<file path="src/rtl/core/ipr_pkg.sv">
`timescale 1ns / 1ps
// ----------------------------------------------------------------------------
// Isolated pixel removal package
// Shared types and constants for the isolated pixel removal block.
// ----------------------------------------------------------------------------
package ipr_pkg;

    localparam int FW_W       = 12;
    localparam int FH_W       = 13;
    localparam int ROW_W      = 12;
    localparam int CFG_IDX_W  = 4;
    localparam int CFG_DATA_W = 13;

    localparam logic [FW_W-1:0] FRAME_WIDTH_RST  = 12'd640;
    localparam logic [FH_W-1:0] FRAME_HEIGHT_RST = 13'd480;
    localparam logic [FH_W-1:0] HEIGHT_LIMIT     = 13'd4096;

    localparam logic KIND_PIXEL = 1'b0;
    localparam logic KIND_FLUSH = 1'b1;

    localparam int         WIN_CENTER        = 4;
    localparam logic [8:0] WIN_NEIGHBOR_MASK = 9'h1EF;

    localparam int OUT_DEPTH = 4;
    localparam int OUT_PTR_W = 2;
    localparam int OUT_CNT_W = 3;

    typedef enum logic [CFG_IDX_W-1:0] {
        REG_FRAME_WIDTH  = 4'd0,
        REG_FRAME_HEIGHT = 4'd1
    } cfg_reg_t;

    typedef struct packed {
        logic px;
        logic top_en;
        logic mid_en;
        logic wr;
        logic at_edge;
        logic at_col0;
        logic res;
        logic last;
        logic extra;
        logic clr;
    } ipr_op_t;

    typedef struct packed {
        logic pixel_out;
        logic frame_last;
    } ipr_res_t;

endpackage

</file>
<file path="src/rtl/core/ipr_out_fifo.sv">
`timescale 1ns / 1ps
// ----------------------------------------------------------------------------
// Isolated pixel removal output queue
// Small result queue that decouples the filter from the receiver.
// ----------------------------------------------------------------------------
module ipr_out_fifo (
    input  logic                          clk,
    input  logic                          rst_n,
    input  logic                          push,
    input  ipr_pkg::ipr_res_t             push_data,
    input  logic                          pop,
    output logic                          out_valid,
    output ipr_pkg::ipr_res_t             out_data,
    output logic [ipr_pkg::OUT_CNT_W-1:0] count
);
    import ipr_pkg::*;

    ipr_res_t             entry_reg [OUT_DEPTH];
    logic [OUT_PTR_W-1:0] wr_ptr_reg, rd_ptr_reg;
    logic [OUT_CNT_W-1:0] count_reg, count_next;

    always_comb
    begin
        count_next = count_reg;
        if (push && !pop)
            count_next = count_reg + OUT_CNT_W'(1);
        else if (pop && !push)
            count_next = count_reg - OUT_CNT_W'(1);
    end

    always_ff @(posedge clk or negedge rst_n)
    begin
        if (!rst_n)
        begin
            wr_ptr_reg <= '0;
            rd_ptr_reg <= '0;
            count_reg  <= '0;
        end
        else
        begin
            if (push)
                wr_ptr_reg <= wr_ptr_reg + OUT_PTR_W'(1);
            if (pop)
                rd_ptr_reg <= rd_ptr_reg + OUT_PTR_W'(1);
            count_reg <= count_next;
        end
    end

    always_ff @(posedge clk)
    begin
        if (push)
            entry_reg[wr_ptr_reg] <= push_data;
    end

    assign out_valid = count_reg != '0;
    assign out_data  = entry_reg[rd_ptr_reg];
    assign count     = count_reg;

endmodule

</file>
<file path="config.mk">
export PLATFORM = sky130hd
export DESIGN_NAME = ipr_out_fifo
export DESIGN_NICKNAME = d
export VERILOG_FILES = /design/src/rtl/core/ipr_pkg.sv /design/src/rtl/core/ipr_out_fifo.sv
export SDC_FILE = /design/constraint.sdc
export NUM_CORES = 1
export LEC_CHECK = 0
export BUFFER_PORTS_ARGS = -buffer_cell sky130_fd_sc_hd__clkbuf_2
export CORE_UTILIZATION = 50
export DETAILED_ROUTE_END_ITERATION = 7
export GPL_ROUTABILITY_DRIVEN = 0
export HOLD_SLACK_MARGIN = 0.15
export MAX_ROUTING_LAYER = met4
export PLACE_DENSITY = 0.71
export SYNTH_ARGS = -nofsm -noshare
export SYNTH_HDL_FRONTEND = slang
export SYNTH_SLANG_ARGS = --single-unit
</file>
<file path="constraint.sdc">
create_clock -name clk -period 3.95 [get_ports clk]
set_clock_uncertainty 0.05 [all_clocks]
set_input_delay 1.185 -clock clk [delete_from_list [all_inputs] [get_ports clk]]
set_output_delay 1.185 -clock clk [all_outputs]
set_load 0.02 [all_outputs]
</file>
Word level (Yosys, flattened, before mapping)
Memories as Yosys holds them, arrays and structs flattened.
Cells that the tools add are included.
{"block": "word_totals", "regBits": 7, "ram_bits": 8, "inputBits": 6, "memories": 1}
{"block": "classes", "n_addsub": 4, "mux": 4, "n_reduce_logical": 6}
{"name": "entry_reg", "words": 4, "word_bits": 2, "rd": 1, "rd_clocked_by_memory_dff": 0, "wr": 1, "line_no": "ipr_out_fifo.sv:18", "text": "ipr_res_t entry_reg [OUT_DEPTH];"}
{"op": "3-bit 2-to-1 mux", "n": 2}
{"op": "2-bit by 1-bit adder with 2-bit output (second input constant)", "n": 2}
{"op": "3-bit by 1-bit adder with 3-bit output (second input constant)", "n": 1}
{"op": "3-bit nonzero test", "n": 1}
{"op": "3-bit by 1-bit subtractor with 3-bit output (second input constant)", "n": 1}
{"op": "1-bit logical AND", "n": 2}
{"op": "1-bit logical NOT", "n": 2}
{"op": "1-bit 2-to-1 mux", "n": 2}
{"op": "2-bit nonzero test", "n": 1}

Logic depth before layout (Yosys ltp)
{"block": "depth", "word_depth": 4, "mapped_depth": 7}

Worst setup path after synthesis
OpenSTA, ideal clock, no wires.
{"block": "synth_timing", "kind": "input port to flip-flop", "startpoint": "input pop", "endpoint": "register count_reg[2] (netlist: count[2])", "setup_ps": 80, "arrival_time_ps": 2191, "slack_ps": 1630, "cell_stages": 7, "path_buffers": 0, "cell_sequence": "inv_1 -> ha_1 -> inv_1 -> fa_1 -> xor2_1 -> nor2_1 -> xor2_1"}
{"block": "synth_between", "elab_chain_cells": 3, "word_cells_on_any_way": 5, "classes_between": "mux (1); reduce/logical (4)"}
{"element": "start: declaration", "line_no": "ipr_out_fifo.sv:11", "text": "input logic pop,"}
{"element": "1-bit logical NOT", "line_no": "ipr_out_fifo.sv:25", "text": "if (push && !pop)"}
{"element": "1-bit logical AND", "line_no": "ipr_out_fifo.sv:25"}
{"element": "3-bit 2-to-1 mux / 2-bit nonzero test (equally long branches)"}
{"element": "end signal: assignment", "line_no": "ipr_out_fifo.sv:45", "text": "count_reg <= count_next;"}
{"element": "end: declaration", "line_no": "ipr_out_fifo.sv:20", "text": "logic [OUT_CNT_W-1:0] count_reg, count_next;"}
Several ways; a longest one is shown, not always the timed one.
A chain may end at the register's enable or synchronous reset.

==> impl_metrics.py <==
metrics = {
    "clock_network": {
        "cts_tree": "built",
        "cts_max_level": 1,
        "postCtsHoldBufs": 0,
        "cts.root.buffer_cell": "clkbuf_4",
        "cts_num_sinks": 15,
        "post_cts_buffers": 0,
        "cts_made_buffers": 3,
        "clk-insertion-delay-late_ns": 0.28,
        "post_cts_gate_resize_count": 0,
        "clockBufferDepth": 2,
        "clk_pin_slew_ns": 0.09,
    },
    "critical_path": {
        "crit_path_end_kind": "primary output",
        "timing.critical_path.slowest_cell_delay_ns": 0.58,
        "rrSetupSlack_ns": 2.48,
        "cp-start-kind": "flop",
        "worstRegToRegCells": 4,
        "critical-path-top-delay-family": "multiplexers",
        "timing.critical_path.slowest_stage_cell": "mux4_1",
        "worst_ep_required_time_ns": 2.71,
        "crit_chain": "mux4_1, clkbuf_2",
        "wp_buf_inv": 1,
        "worstPathMaxFanout": 4,
        "arrival_ns": 1.48,
        "critPathKind": "flop to primary output",
        "regToRegEndpoint": "count[2]",
        "crit-reg2reg-launch": "count[0]",
    },
    "synthesis": {
        "synth_area_per_cell_um2": 15.74,
        "synth.top_cells.by_area": "edfxtp_1 35%, dfrtp_1 26%, ha_1 9.2%",
        "netlist_instances": 43,
        "syn_nets": 55,
        "post_syn_area_um2": 676.9,
        "synth_warnings": 0,
        "post_synth_num_cell_types": 14,
        "ys_seq_area_share_pct": 61.37,
        "synthDominantCellAreaShare_pct": 35.49,
        "synthDominantAreaCellType": "edfxtp_1",
        "ys_ff_latch": 15,
    },
    "sta": {
        "max_slew.worst_pin.slew_ns": 0.1942,
        "final.min_clock_period_ns": 2.714,
        "timing.final.max_slew_violations": 0,
        "max-slew-margin-rel_pct": 87.06,
        "max_freq_ghz": 0.3684,
        "grt_setup_unrepaired": "false",
        "setup-tns-final_ns": 0,
        "timing.final.setup_violations": 0,
        "period_utilisation_layout_pct": 68.72,
        "number_of_hold_violations_in_the_final_report": 0,
    },
    "die": {
        "core_region_area_um2": 1186,
        "floorplan.die.height_um": 38.80,
        "io_pins": 12,
        "floorplan.initialDensity_pct": 57.07,
        "core.rowCount": 12,
        "die_width_um": 38.80,
        "floorplan.die_area_um2": 1505,
    },
    "hold_path": {
        "hold_start": "count[2]",
        "min-delay-path-class": "flop to flop",
        "hold-path-cell-count": 1,
        "worst_hold_path.endpoint": "count[2]",
    },
    "run": {
        "maxCapViolations": 0,
    },
    "finish": {
        "filler_cell_count": 88,
        "drive_above_1_share_pct": 27.59,
        "final_cell_mix": "11 x clkbuf_2, 8 x edfxtp_1, 7 x dfrtp_1",
        "mostFrequentLayoutCell": "clkbuf_2",
        "largest_register_ffs": 8,
        "antennaDiodeCount": 0,
        "instances_no_fill": 72,
        "regArea_um2": 415.4,
        "area_delta_synth_final_pct": 14.79,
        "nNetsFinal": 71,
        "multiInputGateArea_um2": 246.5,
    },
    "detailed_routing": {
        "drt_initial_violations": 3,
        "ant_nets": 0,
        "viasPerCell": 5.250,
        "routed_wl_um": 1078,
        "routed_wirelength_normalized_by_instance_count_um": 14.97,
        "drc": 0,
        "drt_first_pass_iters": 4,
        "vias_post_dr": 378,
    },
    "global_routing": {
        "grt_pass1_vias": 415,
        "grtUsageTotal_pct": 19.13,
        "grt_overflow_total": 0,
        "grt_start_max_net_pins": 10,
        "wire_length_of_the_first_global_routing_pass_um": 1725,
        "antenna_violations_before_repair": 0,
    },
    "pwr": {
        "vdd_drop_max_mv": 0.3862,
        "power_density_nw_per_um2": 723.7,
        "pleak_uw": 0.0003496,
    },
    "outcome": {
        "status": "complete, no violations",
    },
    "placed_design": {
        "post-place-cells": 68,
        "dp.final_hpwl_um": 881.9,
        "number_of_i_o_port_buffers": 11,
    },
}
-- Yosys cell counts --
library cell / instances
xnor2_1: 2
inv_1: 4
and2_1: 4
nor2_1: 1
ha_1: 5
o21ai_0: 1
nand2_1: 2
dfrtp_1: 7
fa_1: 1
xor2_1: 4
edfxtp_1: 8
or3_1: 1
mux4_1: 2
mux2_2: 1
-- per-stage QoR --
stage | total power, µW | utilization (%) | hold slack, ns | setup slack (ns) | instance area (µm²)
global route | 599.8 | 65.51 | 0.4986 | 1.169 | 777.0
finish | 562.3 | 65.51 | 0.4703 | 1.236 | 777.0
CTS | 568.8 | 65.51 | 0.4725 | 1.221 | 777.0
global placement | 460.6 | 63.19 | 0.4233 | 1.447 | 749.5
floorplan | 407.5 | - | 0.4218 | 1.630 | 676.9
detailed placement | 483.3 | 63.19 | 0.4598 | 1.373 | 749.5
-- final cells by class --
type	count	share of cell area (%)
repair buffers	11	7.085
flip-flops and latches	15	53.46
clock buffers	3	2.899
clock inverters	1	0.6441
well taps	14	2.254
inverters	4	1.932
multi-input cells	24	31.72
-- metal layers --
layer	global-route usage, %	routed length (µm)
met1	17.65	419
met2	35.00	613
met3	3.468	33
met4	12.93	11
met5	-	0
-- power breakdown --
group	switching (µW)	internal, µW	total [µW]
clock network	48.5	37.6	86.1
registers	50.1	220	270
logic	112	94.5	206
total	210	352	562
-- kinds of logic (layout without fill, tap and decap cells) --
| logic type | after synthesis | in the layout | synth area share, % |
|---|---|---|---|
| AND/OR/NAND/NOR | 8 | 8 | 6.285 |
| XOR/XNOR | 6 | 6 | 7.763 |
| multiplexers | 3 | 3 | 9.427 |
| flip-flops | 15 | 15 | 61.37 |
| buffers and inverters | 4 | 19 | 2.217 |
| adder cells (fa/ha/maj) | 6 | 6 | 12.20 |
| AO/OA/AOI/OAI | 1 | 1 | 0.7387 |
-- worst register-to-register path, stage by stage, from the launching register on --
cell     delay (ns)
dfrtp_1        0.45
fa_1           0.45
xor2_1         0.17
nor2_1         0.12
xor2_1         0.16
-- worst max path at each step --
| stage | startpoint | to | slack [ns] | depth (start not counted) |
|---|---|---|---|---|
| finish | rd_ptr_reg[0] | out_data[0] | 1.24 | 2 |
| global route | rd_ptr_reg[0] | out_data[1] | 1.17 | 2 |
| CTS | rd_ptr_reg[0] | out_data[0] | 1.22 | 2 |
| detailed placement | push | count[2] | 1.37 | 7 |
| global placement | push | count[2] | 1.45 | 7 |
| floorplan | pop | count[2] | 1.63 | 7 |
Note: power is estimated with default switching activity, not from simulation.
