$ cat src/rtl/core/ipr_pkg.sv
`timescale 1ns / 1ps
// ----------------------------------------------------------------------------
// Isolated pixel removal package
// Shared types and constants for the isolated pixel removal block.
// ----------------------------------------------------------------------------
package ipr_pkg;

    localparam int FW_W       = 12;
    localparam int FH_W       = 13;
    localparam int ROW_W      = 12;
    localparam int CFG_IDX_W  = 4;
    localparam int CFG_DATA_W = 13;

    localparam logic [FW_W-1:0] FRAME_WIDTH_RST  = 12'd640;
    localparam logic [FH_W-1:0] FRAME_HEIGHT_RST = 13'd480;
    localparam logic [FH_W-1:0] HEIGHT_LIMIT     = 13'd4096;

    localparam logic KIND_PIXEL = 1'b0;
    localparam logic KIND_FLUSH = 1'b1;

    localparam int         WIN_CENTER        = 4;
    localparam logic [8:0] WIN_NEIGHBOR_MASK = 9'h1EF;

    localparam int OUT_DEPTH = 4;
    localparam int OUT_PTR_W = 2;
    localparam int OUT_CNT_W = 3;

    typedef enum logic [CFG_IDX_W-1:0] {
        REG_FRAME_WIDTH  = 4'd0,
        REG_FRAME_HEIGHT = 4'd1
    } cfg_reg_t;

    typedef struct packed {
        logic px;
        logic top_en;
        logic mid_en;
        logic wr;
        logic at_edge;
        logic at_col0;
        logic res;
        logic last;
        logic extra;
        logic clr;
    } ipr_op_t;

    typedef struct packed {
        logic pixel_out;
        logic frame_last;
    } ipr_res_t;

endpackage

$ cat src/rtl/core/ipr_window.sv
`timescale 1ns / 1ps
// ----------------------------------------------------------------------------
// Isolated pixel removal window
// 3x3 window register and the isolated center test.
// ----------------------------------------------------------------------------
module ipr_window (
    input  logic              clk,
    input  logic              rst_n,
    input  logic              op_valid,
    input  ipr_pkg::ipr_op_t  op,
    input  logic              up_raw,
    input  logic              mid_raw,
    output logic              push,
    output ipr_pkg::ipr_res_t res
);
    import ipr_pkg::*;

    logic [8:0] win_reg, win_next, win_shift, view;
    logic [2:0] col3;
    logic       col0_reg, col0_next, col0_now;

    always_comb
    begin
        col3 = {op.px, op.mid_en & mid_raw, op.top_en & up_raw};
        if (op.at_edge)
        begin
            view      = {3'b000, win_reg[8:3]};
            win_shift = {col3, 6'b000000};
        end
        else
        begin
            win_shift = {col3, win_reg[8:3]};
            view      = win_shift;
        end

        col0_now  = (op.wr && op.at_col0) ? op.px : col0_reg;
        col0_next = col0_reg;
        win_next  = win_reg;
        if (op_valid)
        begin
            col0_next = col0_now;
            if (op.clr)
                win_next = '0;
            else if (op.extra)
                win_next = {1'b0, col0_now, 7'b0000000};
            else
                win_next = win_shift;
        end
    end

    always_ff @(posedge clk or negedge rst_n)
    begin
        if (!rst_n)
        begin
            win_reg  <= '0;
            col0_reg <= 1'b0;
        end
        else
        begin
            win_reg  <= win_next;
            col0_reg <= col0_next;
        end
    end

    assign push           = op_valid & op.res;
    assign res.pixel_out  = view[WIN_CENTER] & (|(view & WIN_NEIGHBOR_MASK));
    assign res.frame_last = op.last;

endmodule

$ cat config.mk
export PLATFORM = sky130hd
export DESIGN_NAME = ipr_window
export DESIGN_NICKNAME = d
export VERILOG_FILES = /design/src/rtl/core/ipr_pkg.sv /design/src/rtl/core/ipr_window.sv
export SDC_FILE = /design/constraint.sdc
export NUM_CORES = 1
export LEC_CHECK = 0
export BUFFER_PORTS_ARGS = -buffer_cell sky130_fd_sc_hd__buf_4
export CELL_PAD_IN_SITES_DETAIL_PLACEMENT = 1
export CELL_PAD_IN_SITES_GLOBAL_PLACEMENT = 1
export CORE_AREA = 2 2 39 41
export DETAILED_ROUTE_END_ITERATION = 10
export DIE_AREA = 0 0 41 43
export HOLD_SLACK_MARGIN = 0.06
export PLACE_DENSITY_LB_ADDON = 0.1
export SLEW_MARGIN = 25
export SYNTH_ARGS = -nofsm -noshare
export SYNTH_HDL_FRONTEND = slang
export SYNTH_SLANG_ARGS = --single-unit
$ cat constraint.sdc
create_clock -name clk -period 3 [get_ports clk]
set_clock_uncertainty 0.15 [all_clocks]
set_input_delay 0.3 -clock clk [delete_from_list [all_inputs] [get_ports clk]]
set_output_delay 0.3 -clock clk [all_outputs]
set_load 0.05 [all_outputs]
Word level (Yosys, flattened, before mapping):

Index checks and enable logic that the tools add are counted.

* bits in registers: 10

* mux-type cells: 5
* bitwise logic cells: 4
* reductions and logical operators: 2

Operators by type and width (count)
* $mux W9: 3
* $reduce_or A8 Y1: 1
* $mux W6: 1
* $and A1 B1 Y1: 4
* $logic_and A1 B1 Y1: 1
* $mux W1: 1

Logic depth before layout (Yosys ltp):

Gate-level depths: netlist (run 1).

* depth after elaboration: 4
* gate-level depth with buffers: 3
* mapped depth without buffers: 3

Worst setup path before layout (run 1):

No wires, ideal clock.

* path type: input-to-output
* start point: input port op[7] in the netlist's numbering
* end point: output port res[1] in the netlist's numbering
* data arrival time: 1035 ps
* data required time: 2550 ps
* slack: 1515 ps
* stages on the path: 3
* buffers on the path: 0
* path through: a221oi_1 nor2_1 o31a_1

RTL lines
* from (decl): line ipr_window.sv:10 `input ipr_pkg::ipr_op_t op,`
* to (decl): line ipr_window.sv:14 `output ipr_pkg::ipr_res_t res`

==> summary.md, run 1 <==
| Metric | Value |
|---|---|
| #FFs+latches synth | 7 |
| Synthesized instance count | 38 |
| Worst reg2reg path depth | 3 |
| Largest net degree at the start of global routing | 14 |
| # IOs | 18 |
| Setup TNS | 0 ns |
| Core Region | 1380 um2 |
| Final Net Count | 72 |
| Slew Limit Fails | 0 |
| Worst Path Required | 2.55 ns |
| Syn_nets | 53 |
| H-tree levels | 1 |
| Endpoints failing setup | 0 |
| Critical setup path kind | reg2out |
| Slowest cell delay on critical path | 0.38 ns |
| Final Hold Fails | 0 |
| P per Cell Area | 457 nW/um2 |
| Min cycle time layout | 1.71 ns |
| Die ar. | 1760 um2 |
| Crit path capture type | output port |
| Worst path arrival time | between 1 and 1.5 ns |
| Slew HR | 0.846 |
| Status | finished clean |
| Worst r2r src | col0_reg |
| Largest family of logic cells by synthesized area | compound AO/OA/AOI/OAI gates |
| Commonest non-fill, non-tap cells in the layout | 15 x buf_4, 7 x dfrtp_1, 5 x inv_1 |
| Unique masters post-synth | 18 |
| WL final | approximately 930 um |
| Finished Layout Cells | 72 |
| Static Leakage | 0.237 nW |
| GRT overflow | 0 |
| Worst setup SP type | flop |
| Max VDD drop | between 0.2 and 0.25 mV |
| Worst path bufs/invs | 2 |
| Share of layout cells above drive strength 1 | 0.357 |
| Vias in the first global route | between 300 and 400 |
| Fraction of the mapped netlist area in adder cells | 0 |
| Antenna violations before repair | 0 |
| Post-CTS resize count | 0 |
| WHS Endpoint | col0_reg |
| Worst reg-to-reg setup slack | 1.82 ns |
| Post-DP HPWL | approximately 780 um |
| Clock Tree Root | clkbuf_4 |
| Worst path depth | 4 |
| Setup WS pre-CTS | 1.36 ns |
| Critical Path Start | win_reg[6] |
| TritonRoute pass-1 iters | 2 |
| Final GP Congestion | 0.720 |
| Port Buffers | 15 |
| Fmax | 586 MHz |
| Tcrit/Tclk final | 0.568 |
| Placed insts | 67 |
| Synthesized area | 358 um2 |
| Wire per inst | 12.9 um |
| Worst slew pin tran | around 0.23 ns |
| Clock latency on the worst-skew pair | about 0.25 ns |
| Initial core utilization | 0.259 |
| Max-cap violations | 0 |
| GRT Overall Usage | 0.134 |
| First-pass GRT wire length | 1.58 mm |
| Clock buffer depth | 2 |
| Die Y | 43 um |
| Hold Crit Start | op[9] |
| CTS tree | done |
| RSZ-0062 raised after global routing | no |
| Worst path slowest cell | dfrtp_1 |
| Crit path cell chain | inv_1 -> nand4_1 -> o31a_1 -> buf_4 |
| Worst setup margin | about 1.3 ns |
| Largest delay share family, worst path | flip-flops |
| Clk slew on worst S/H paths | 0.05 ns |
| DRC violations left | 0 |
| Final antenna-violating net count | 0 |
| Post-Synth XOR/XNOR Area | 0 |
| Fillers | 169 |
| Commonest non-fill, non-tap cell in the layout | buf_4 |
| Multiplexer area fraction after synthesis | 0.0629 |
| Syn Area/Cell | 9.42 um2 |
| Sink Count | 7 |
| HP Class | in2reg |
| Site Rows | 14 |
| Simple-Gate Fraction of Synth Area | 0.164 |
| Via density | 4.79 |
| Layout area overhead | 43.7% |
| Die W | 41 um |
| Inserted Diodes | 0 |
| Max reg flops | 6 |
| Starting DRT DRC Count | 1 |
| Reg2reg end | win_reg[7] |
| Seq/Total Area, Yosys | 0.490 |
| Synth Area in Compound Gates | 0.196 |
| Min-Delay Path Depth | 2 |
| Synth warn | 0 |
| Num CTS Buffers | 3 |
| Worst Path Max Fanout | 2 |
| Via count | 345 |
## cell usage after synthesis
master,instances,share of area
nand2_1,3,0.031
a311oi_1,1,0.024
or3_1,1,0.017
dfrtp_1,7,0.49
nor2_1,2,0.021
buf_2,1,0.014
o22ai_1,3,0.052
o31a_1,1,0.024
a21oi_1,1,0.014
a221oi_1,1,0.024
inv_1,5,0.052
nand3_1,3,0.042
o21ai_0,2,0.028
and2_1,1,0.017
buf_4,1,0.021
a21bo_1,1,0.028
nand4_1,2,0.035
mux2_2,2,0.063
## through the flow
stage | utilization | hold slack, ns | instance area, um2 | power, mW
6_report | 0.372 | 0.173 | 514 | 0.235
2_1_floorplan | - | -0.146 | 358 | 0.132
3_3_place_gp | 0.345 | -0.0335 | 478 | 0.151
5_1_grt | 0.372 | 0.185 | 514 | 0.251
3_5_place_dp | 0.345 | -0.0307 | 478 | 0.153
4_1_cts | 0.372 | 0.167 | 514 | 0.239
## timing repair
action | CTS | global route
endpoints found under the setup margin | 0 | 0
hold buffers | 1 | 0
hold endpoints to repair | 7 | 0
buffers inserted | 0 | 0
## logic make-up after synthesis
| logic type | count (synthesis) |
|---|---|
| simple gates | 12 |
| mux | 2 |
| flops | 7 |
| buf+inv | 7 |
| compound gates | 10 |
## per-layer routing
layer / GRT usage / wire (um) / vias up / share of wire
met5: 0 / 0 / - / 0
met3: 0.0628 / 25 / 0 / 0.027
met1: 0.144 / 361 / 171 / 0.39
met4: 0.0400 / 0 / 0 / 0
li1: - / - / 171 / -
met2: 0.222 / 542 / 3 / 0.58
## layout make-up
type	count	area (um2)	share of cell area
flip-flops and latches	7	175	0.341
well taps	16	20.0	0.0389
repair buffers	16	123	0.238
clock buffers	4	26.3	0.0511
multi-input cells	24	151	0.294
inverters	5	18.8	0.0365
## worst reg2reg max path: cells and delay by family (launching register included)
| kind | cells | cell delay [ns] |
|---|---|---|
| compound gates | 2 | 0.45 |
| flops | 1 | 0.33 |
| mux | 1 | 0.19 |
## power breakdown
| group | switching (mW) | internal [mW] |
|---|---|---|
| sequential | 0.00304 | 0.101 |
| combinational | 0.0230 | 0.0247 |
| clock | 0.0329 | 0.0506 |
## worst max-delay path by stage
stage	slack (ns)	endpoint
2_1_floorplan	1.51	res[1]
3_3_place_gp	1.35	res[1]
3_5_place_dp	1.36	res[1]
4_1_cts	1.27	res[1]
5_1_grt	1.22	res[1]
6_report	1.29	res[1]
Power figures use the tool's default switching activity.
==> run 2: changes to the inputs <==
--- a/config.mk
+++ b/config.mk
@@ -5,12 +5,13 @@
 export SDC_FILE = /design/constraint.sdc
 export NUM_CORES = 1
 export LEC_CHECK = 0
+export ABC_AREA = 1
 export BUFFER_PORTS_ARGS = -buffer_cell sky130_fd_sc_hd__buf_4
 export CELL_PAD_IN_SITES_DETAIL_PLACEMENT = 1
 export CELL_PAD_IN_SITES_GLOBAL_PLACEMENT = 1
-export CORE_AREA = 2 2 39 41
+export CORE_AREA = 2 2 40 42
 export DETAILED_ROUTE_END_ITERATION = 10
-export DIE_AREA = 0 0 41 43
+export DIE_AREA = 0 0 42 44
 export HOLD_SLACK_MARGIN = 0.06
 export PLACE_DENSITY_LB_ADDON = 0.1
 export SLEW_MARGIN = 25
==> constraint.sdc (replaced) <==
create_clock -name clk -period 1.75 [get_ports clk]
set_clock_uncertainty 0.15 [all_clocks]
set_input_delay 0.175 -clock clk [delete_from_list [all_inputs] [get_ports clk]]
set_output_delay 0.175 -clock clk [all_outputs]
set_load 0.05 [all_outputs]
==> summary.md, run 2 <==
| Metric | Value |
|---|---|
| Status | finished clean |
| TritonRoute pass-1 iters | 3 (+1) |
| Slew Limit Fails | 0 (unchanged) |
| Final Instance Area | 549 um2 (+6.8%) |
| First-pass GRT wire length | 1.56 mm (-1.3%) |
| Site Rows | 14 (unchanged) |
| Layout area overhead | 45.4% |
| Worst reg-to-reg setup slack | 0.80 ns (-1.02 ns) |
| Max VDD drop | 0.240 mV (+8.8%) |
| Synthesized instance count | 52 (+37%) |
| Antenna violations before repair | 0 (unchanged) |
| Worst path slowest cell | dlygate4sd3_1 |
| Synth cell count leaders | 17 x nand2_1, 12 x inv_1, 7 x dfrtp_1 |
| Worst Path Required | 1.42 ns (-1.13 ns) |
| Post-CTS resize count | 0 (unchanged) |
| HP Class | in2reg |
| Crit path cell chain | dlygate4sd3_1 -> buf_4 -> nand2_1 -> inv_1 -> buf_4 |
| Die Y | 44 um (+2.3%) |
| Synth warn | 0 (unchanged) |
| Worst Path Max Fanout | 6 (+4) |
| Die W | 42 um (+2.4%) |
| Port Buffers | 15 (unchanged) |
| Top-count cell post-synth | nand2_1 |
| Hold Crit Start | up_raw |
| Synthesized area | 378 um2 (+5.6%) |
| Worst path bufs/invs | 4 (+2) |
| Crit path capture type | output port |
| # IOs | 18 (unchanged) |
| Fmax | 682 MHz |
| Critical Path Start | op_valid |
| Slew HR | 0.837 (-0.00826) |
| Reg2reg end | win_reg[7] |
| #FFs+latches synth | 7 (unchanged) |
| Final Net Count | 88 (+22%) |
| Wire per inst | 9.81 um (-24%) |
| H-tree levels | 1 (unchanged) |
| Synth area leader | dfrtp_1 |
| Starting DRT DRC Count | 2 (+1) |
| Unique masters post-synth | 13 (-5) |
| WL final | 863 um (-7.1%) |
| Min-Delay Path Depth | 3 (+1) |
| Num CTS Buffers | 3 (unchanged) |
| Worst r2r src | col0_reg |
| FFs w/ async S/R, synth | 1.00 (unchanged) |
| Tcrit/Tclk final | 0.838 |
| Setup WS pre-CTS | 0.531 ns (-0.831 ns) |
| Clock latency on the worst-skew pair | 0.25 ns (about the same) |
| Sink Count | 7 (unchanged) |
| Worst path arrival time | 1.14 ns (-0.12 ns) |
| Seq/Total Area, Yosys | 0.464 (-0.0259) |
| Post-synth EDFFs | 0 (unchanged) |
| Vias in the first global route | 403 (+4.1%) |
| Register Area | 175 um2 (unchanged) |
| P per Cell Area | 719 nW/um2 (+58%) |
| Fillers | 187 (+11%) |
| Worst setup margin | 0.283 ns (-1.01 ns) |
| GRT overflow | 0 (unchanged) |
| Worst slew pin tran | 0.241 ns (+0.00984 ns) |
| Static Leakage | 0.308 nW (+30%) |
| Via density | 4.30 (-10%) |
| CTS tree | done |
| Via count | 378 (+9.6%) |
| Synth top area share | 0.464 (-0.0259) |
| Max reg flops | 6 (unchanged) |
| WHS Endpoint | win_reg[6] |
| Inserted Diodes | 0 (unchanged) |
| Cell mode on critical path | buf_4 |
| Endpoints failing setup | 0 (unchanged) |
| GRT Overall Usage | 0.118 (-0.0160) |
| Die ar. | 1850 um2 (+4.8%) |
| DP Area | 503 um2 (+5.2%) |
| Synth area leaders | dfrtp_1 46%, nand2_1 17%, inv_1 12% |
| Core Region | 1420 um2 (+2.5%) |
| Final Hold Fails | 0 (unchanged) |
| Min cycle time layout | roughly 1.5 ns |
| Commonest non-fill, non-tap cell in the layout | nand2_1 |
| Worst reg2reg path depth | 4 (+1) |
| Largest delay share family, worst path | buffers and inverters |
| Syn Area/Cell | 7.27 um2 (-23%) |
| Largest net degree at the start of global routing | 8 (-6) |
| Max-cap violations | 0 (unchanged) |
| RSZ-0062 raised after global routing | no |
| Final GP Congestion | 0.752 (+4.5%) |
| Final antenna-violating net count | 0 (unchanged) |
| Worst path depth | 5 (+1) |
| Multi-input combinational cell area | 150 um2 (-0.83%) |
| Share of layout cells above drive strength 1 | 0.306 (-0.0516) |
| Commonest non-fill, non-tap cells in the layout | 17 x nand2_1, 15 x buf_4, 12 x inv_1 |
| Critical setup path kind | in2out |
| PnR Total Power | 0.395 mW (+68%) |
| Post-DP HPWL | 728 um (-6.1%) |
| Setup TNS | 0 ns (unchanged) |
| Initial core utilization | 0.266 (+0.00772) |
| DRC violations left | 0 (unchanged) |
| Worst setup SP type | input pin |
| Synth Flop Type | dfrtp_1 |
| Clock Tree Root | clkbuf_4 |
| Slowest cell delay on critical path | 0.54 ns (+0.16 ns) |
| Clk slew on worst S/H paths | 0.05 ns (about the same) |
| Clock buffer depth | 2 (unchanged) |
| Syn_nets | 67 (+26%) |
run 2: cell types whose count changed in the layout (fill, tap and decap cells not counted), sizes merged, moves of 2 or more:
cell / change
mux2: -2
nand2: +16
nor2: +2
nand4: -2
o21ai: +2
inv: +7
run 2: what timing repair did:
item | 4_1_cts | 5_1_grt
hold buffers | 2 | 0
setup buffers | 0 | 0
hold endpoints to repair | 10 | 0
run 2: where the power goes:
group          internal, mW  leakage (nW)  switching (mW)  total, mW
Combinational        0.0367         0.197          0.0417     0.0784
Clock                0.0867        0.0150          0.0557      0.142
Sequential            0.171        0.0953         0.00388      0.174
Total                 0.294         0.308           0.101      0.395
run 2: cell families (layout without fill, tap and decap cells):
kind of cell	count (synthesis)	in the layout	share of synthesized area
compound gates	7	7	0.109
buf+inv	13	33	0.139
flops	7	7	0.464
simple gates	25	25	0.288
run 2: metrics by stage:
step | utilization | hold slack, ns | cells
5_1_grt | 0.387 | 0.0890 | 88
3_3_place_gp | 0.354 | -0.155 | 82
6_report | 0.387 | 0.0776 | 88
3_5_place_dp | 0.354 | -0.157 | 82
4_1_cts | 0.387 | 0.0714 | 88
2_1_floorplan | - | -0.271 | 52
run 2: worst reg2reg max path, cell delays in order, from the launching register on:
cell	delay [ns]
dfrtp_1	0.38
nand2_1	0.06
o21ai_0	0.11
nand2_1	0.08
nand3_1	0.06
run 2: worst max-delay path by stage:
stage,end
floorplan,res[1]
global placement,res[1]
detailed placement,res[1]
CTS,res[1]
global route,res[1]
finish,push
run 2: final cells by class:
cell class | instances | share of cell area
sequential | 7 | 0.319
multi-input combinational | 32 | 0.273
timing repair buffer | 17 | 0.241
inverter | 12 | 0.0820
clock buffer | 4 | 0.0478
tap | 16 | 0.0364
run 2: layer usage:
| layer | vias up | wire length (um) | GRT usage |
|---|---|---|---|
| li1 | 194 | - | - |
| met1 | 159 | 378 | 0.128 |
| met2 | 21 | 384 | 0.184 |
| met3 | 4 | 73 | 0.0458 |
| met4 | 0 | 27 | 0.0968 |
| met5 | - | 0 | 0 |
==> run 3: changes to the inputs <==
--- a/config.mk
+++ b/config.mk
@@ -9,9 +9,9 @@
 export BUFFER_PORTS_ARGS = -buffer_cell sky130_fd_sc_hd__buf_4
 export CELL_PAD_IN_SITES_DETAIL_PLACEMENT = 1
 export CELL_PAD_IN_SITES_GLOBAL_PLACEMENT = 1
-export CORE_AREA = 2 2 40 42
+export CORE_AREA = 2 2 42 44
 export DETAILED_ROUTE_END_ITERATION = 10
-export DIE_AREA = 0 0 42 44
+export DIE_AREA = 0 0 44 46
 export HOLD_SLACK_MARGIN = 0.06
 export PLACE_DENSITY_LB_ADDON = 0.1
 export SLEW_MARGIN = 25
==> constraint.sdc (replaced) <==
create_clock -name clk -period 1.25 [get_ports clk]
set_clock_uncertainty 0.15 [all_clocks]
set_input_delay 0.125 -clock clk [delete_from_list [all_inputs] [get_ports clk]]
set_output_delay 0.125 -clock clk [all_outputs]
set_load 0.05 [all_outputs]
==> summary.md, run 3 (synthesis gave the netlist of run 2 again) <==
| Metric | Value |
|---|---|
| Final Hold Fails | 0 (unchanged) |
| Final Instance Area | 618 um2 (+13%) |
| Status | finished with violations |
| Slew Limit Fails | 0 (unchanged) |
| Worst reg2reg path depth | 4 (unchanged) |
| Worst path arrival time | 1.10 ns (-0.04 ns) |
| Share of layout cells above drive strength 1 | 0.321 (+0.0150) |
| Num CTS Buffers | 3 (unchanged) |
| # IOs | 18 (unchanged) |
| Via density | 4.16 (-3.2%) |
| Starting DRT DRC Count | 7 (+5) |
| Worst Path Max Fanout | 2 (-4) |
| Antenna violations before repair | 0 (unchanged) |
| Port Buffers | 15 (unchanged) |
| Die Y | 46 um (+4.5%) |
| WL final | 944 um (+9.4%) |
| Critical Path Start | win_reg[4] |
| P per Cell Area | 936 nW/um2 (+30%) |
| HP Class | in2async |
| Critical setup path kind | reg2out |
| Wire per inst | 9.94 um (+1.3%) |
| First-pass GRT wire length | 1.71 mm (+9.7%) |
| Endpoints failing setup | 1 (+1) |
| GRT overflow | 0 (unchanged) |
| Static Leakage | 0.331 nW (+7.7%) |
| DP Area | 515 um2 (+2.5%) |
| Min cycle time layout | roughly 1.4 ns |
| Slew HR | 0.850 (+0.0127) |
| Commonest non-fill, non-tap cell in the layout | nand2_1 |
| Worst setup SP type | flop |
| Max-cap violations | 0 (unchanged) |
| Failing checks | negative setup slack |
| TritonRoute pass-1 iters | 4 (+1) |
| DRC violations left | 0 (unchanged) |
| Clk slew on worst S/H paths | 0.05 ns (about the same) |
| Final antenna-violating net count | 0 (unchanged) |
| Fmax | 728 MHz |
| GRT Overall Usage | 0.122 (+0.00348) |
| Final GP Congestion | 0.692 (-7.9%) |
| Worst slew pin tran | 0.223 ns (-0.0188 ns) |
| Vias in the first global route | 445 (+10%) |
| Commonest non-fill, non-tap cells in the layout | 17 x nand2_1, 15 x buf_4, 12 x inv_1 |
| Clock latency on the worst-skew pair | 0.25 ns (about the same) |
| H-tree levels | 1 (unchanged) |
| Initial core utilization | 0.234 (-0.0322) |
| Largest net degree at the start of global routing | 8 (unchanged) |
| Final Net Count | 94 (+6.8%) |
| Die ar. | 2020 um2 (+9.5%) |
| Layout area overhead | 63.6% |
| Inserted Diodes | 0 (unchanged) |
| Core Region | 1610 um2 (+14%) |
| Tcrit/Tclk final | 1.10 |
| Crit path capture type | output port |
| Via count | 395 (+4.5%) |
| RSZ-0062 raised after global routing | yes |
| Post-DP HPWL | 754 um (+3.5%) |
| Max reg flops | 6 (unchanged) |
| Max VDD drop | 0.281 mV (+17%) |
| PnR Total Power | 0.579 mW (+46%) |
| Clock Tree Root | clkbuf_4 |
| Sink Count | 7 (unchanged) |
| CTS tree | done |
| Worst r2r src | col0_reg |
| Worst setup margin | -0.123 ns (-0.406 ns) |
| Clock buffer depth | 2 (unchanged) |
| Die W | 44 um (+4.8%) |
| Worst Path Required | 0.98 ns (-0.44 ns) |
| Setup TNS | -0.123 ns (-0.123 ns) |
| Site Rows | 15 (+1) |
[run 3: changes by cell type in the layout (fill, tap and decap cells not counted)]
cell / previous run / this run
a21oi_1: 1 / 0
a21oi_2: 0 / 1
buf_6: 0 / 1
dlygate4sd3_1: 2 / 7
nor2_1: 3 / 2
nor2_2: 0 / 1
[run 3: layer usage]
layer	global-route usage	wire (um)	vias to the layer above
met2	0.212	485	14
met1	0.130	403	173
met4	0.109	17	0
met3	0.0119	37	2
li1	-	-	206
met5	0	0	-
[run 3: repair_timing]
item,in CTS,in global routing
hold endpoints to repair,14,0
gates resized for setup,1,1
hold buffers,7,0
endpoints found under the setup margin,1,1
pin swaps,1,1
buffers inserted,0,0
[run 3: per-stage QoR]
stage	cells	worst slack (ns)	util	hold WS (ns)
3_5_place_dp	84	0.0777	0.319	-0.205
5_1_grt	95	-0.208	0.383	0.0724
3_3_place_gp	84	0.100	0.319	-0.204
4_1_cts	95	-0.186	0.381	0.0717
6_report	95	-0.123	0.383	0.0735
2_1_floorplan	52	0.0534	-	-0.321
[run 3: final cells by class]
type / instances / area, um2
fill: 203 / 996
timing repair buffer: 23 / 194
sequential: 7 / 175
multi-input combinational: 32 / 156
inverter: 12 / 45.0
clock buffer: 4 / 26.3
tap: 17 / 21.3
[run 3: critical path: stages, from the launching register on]
cell and delay [ns]:
dfrtp_1 0.37, nor2_1 0.10, nand2_1 0.07, nor2_2 0.09, a21oi_2 0.06, buf_6 0.15
[run 3: path summary, 6_finish.rpt]
| path | endpoint | slack [ns] |
|---|---|---|
| setup reg to reg | win_reg[7] | 0.31 |
| max in group asynchronous | col0_reg | 0.76 |
| min in group clk | col0_reg | 0.08 |
| setup / recovery | res[1] | -0.12 |
| hold / removal | win_reg[3] | 0.07 |
| hold reg to reg | win_reg[4] | 0.33 |
[run 3: power breakdown]
part	internal, mW	switching (mW)
clock	0.122	0.0828
combinational	0.0662	0.0639
sequential	0.239	0.00542
total	0.427	0.152
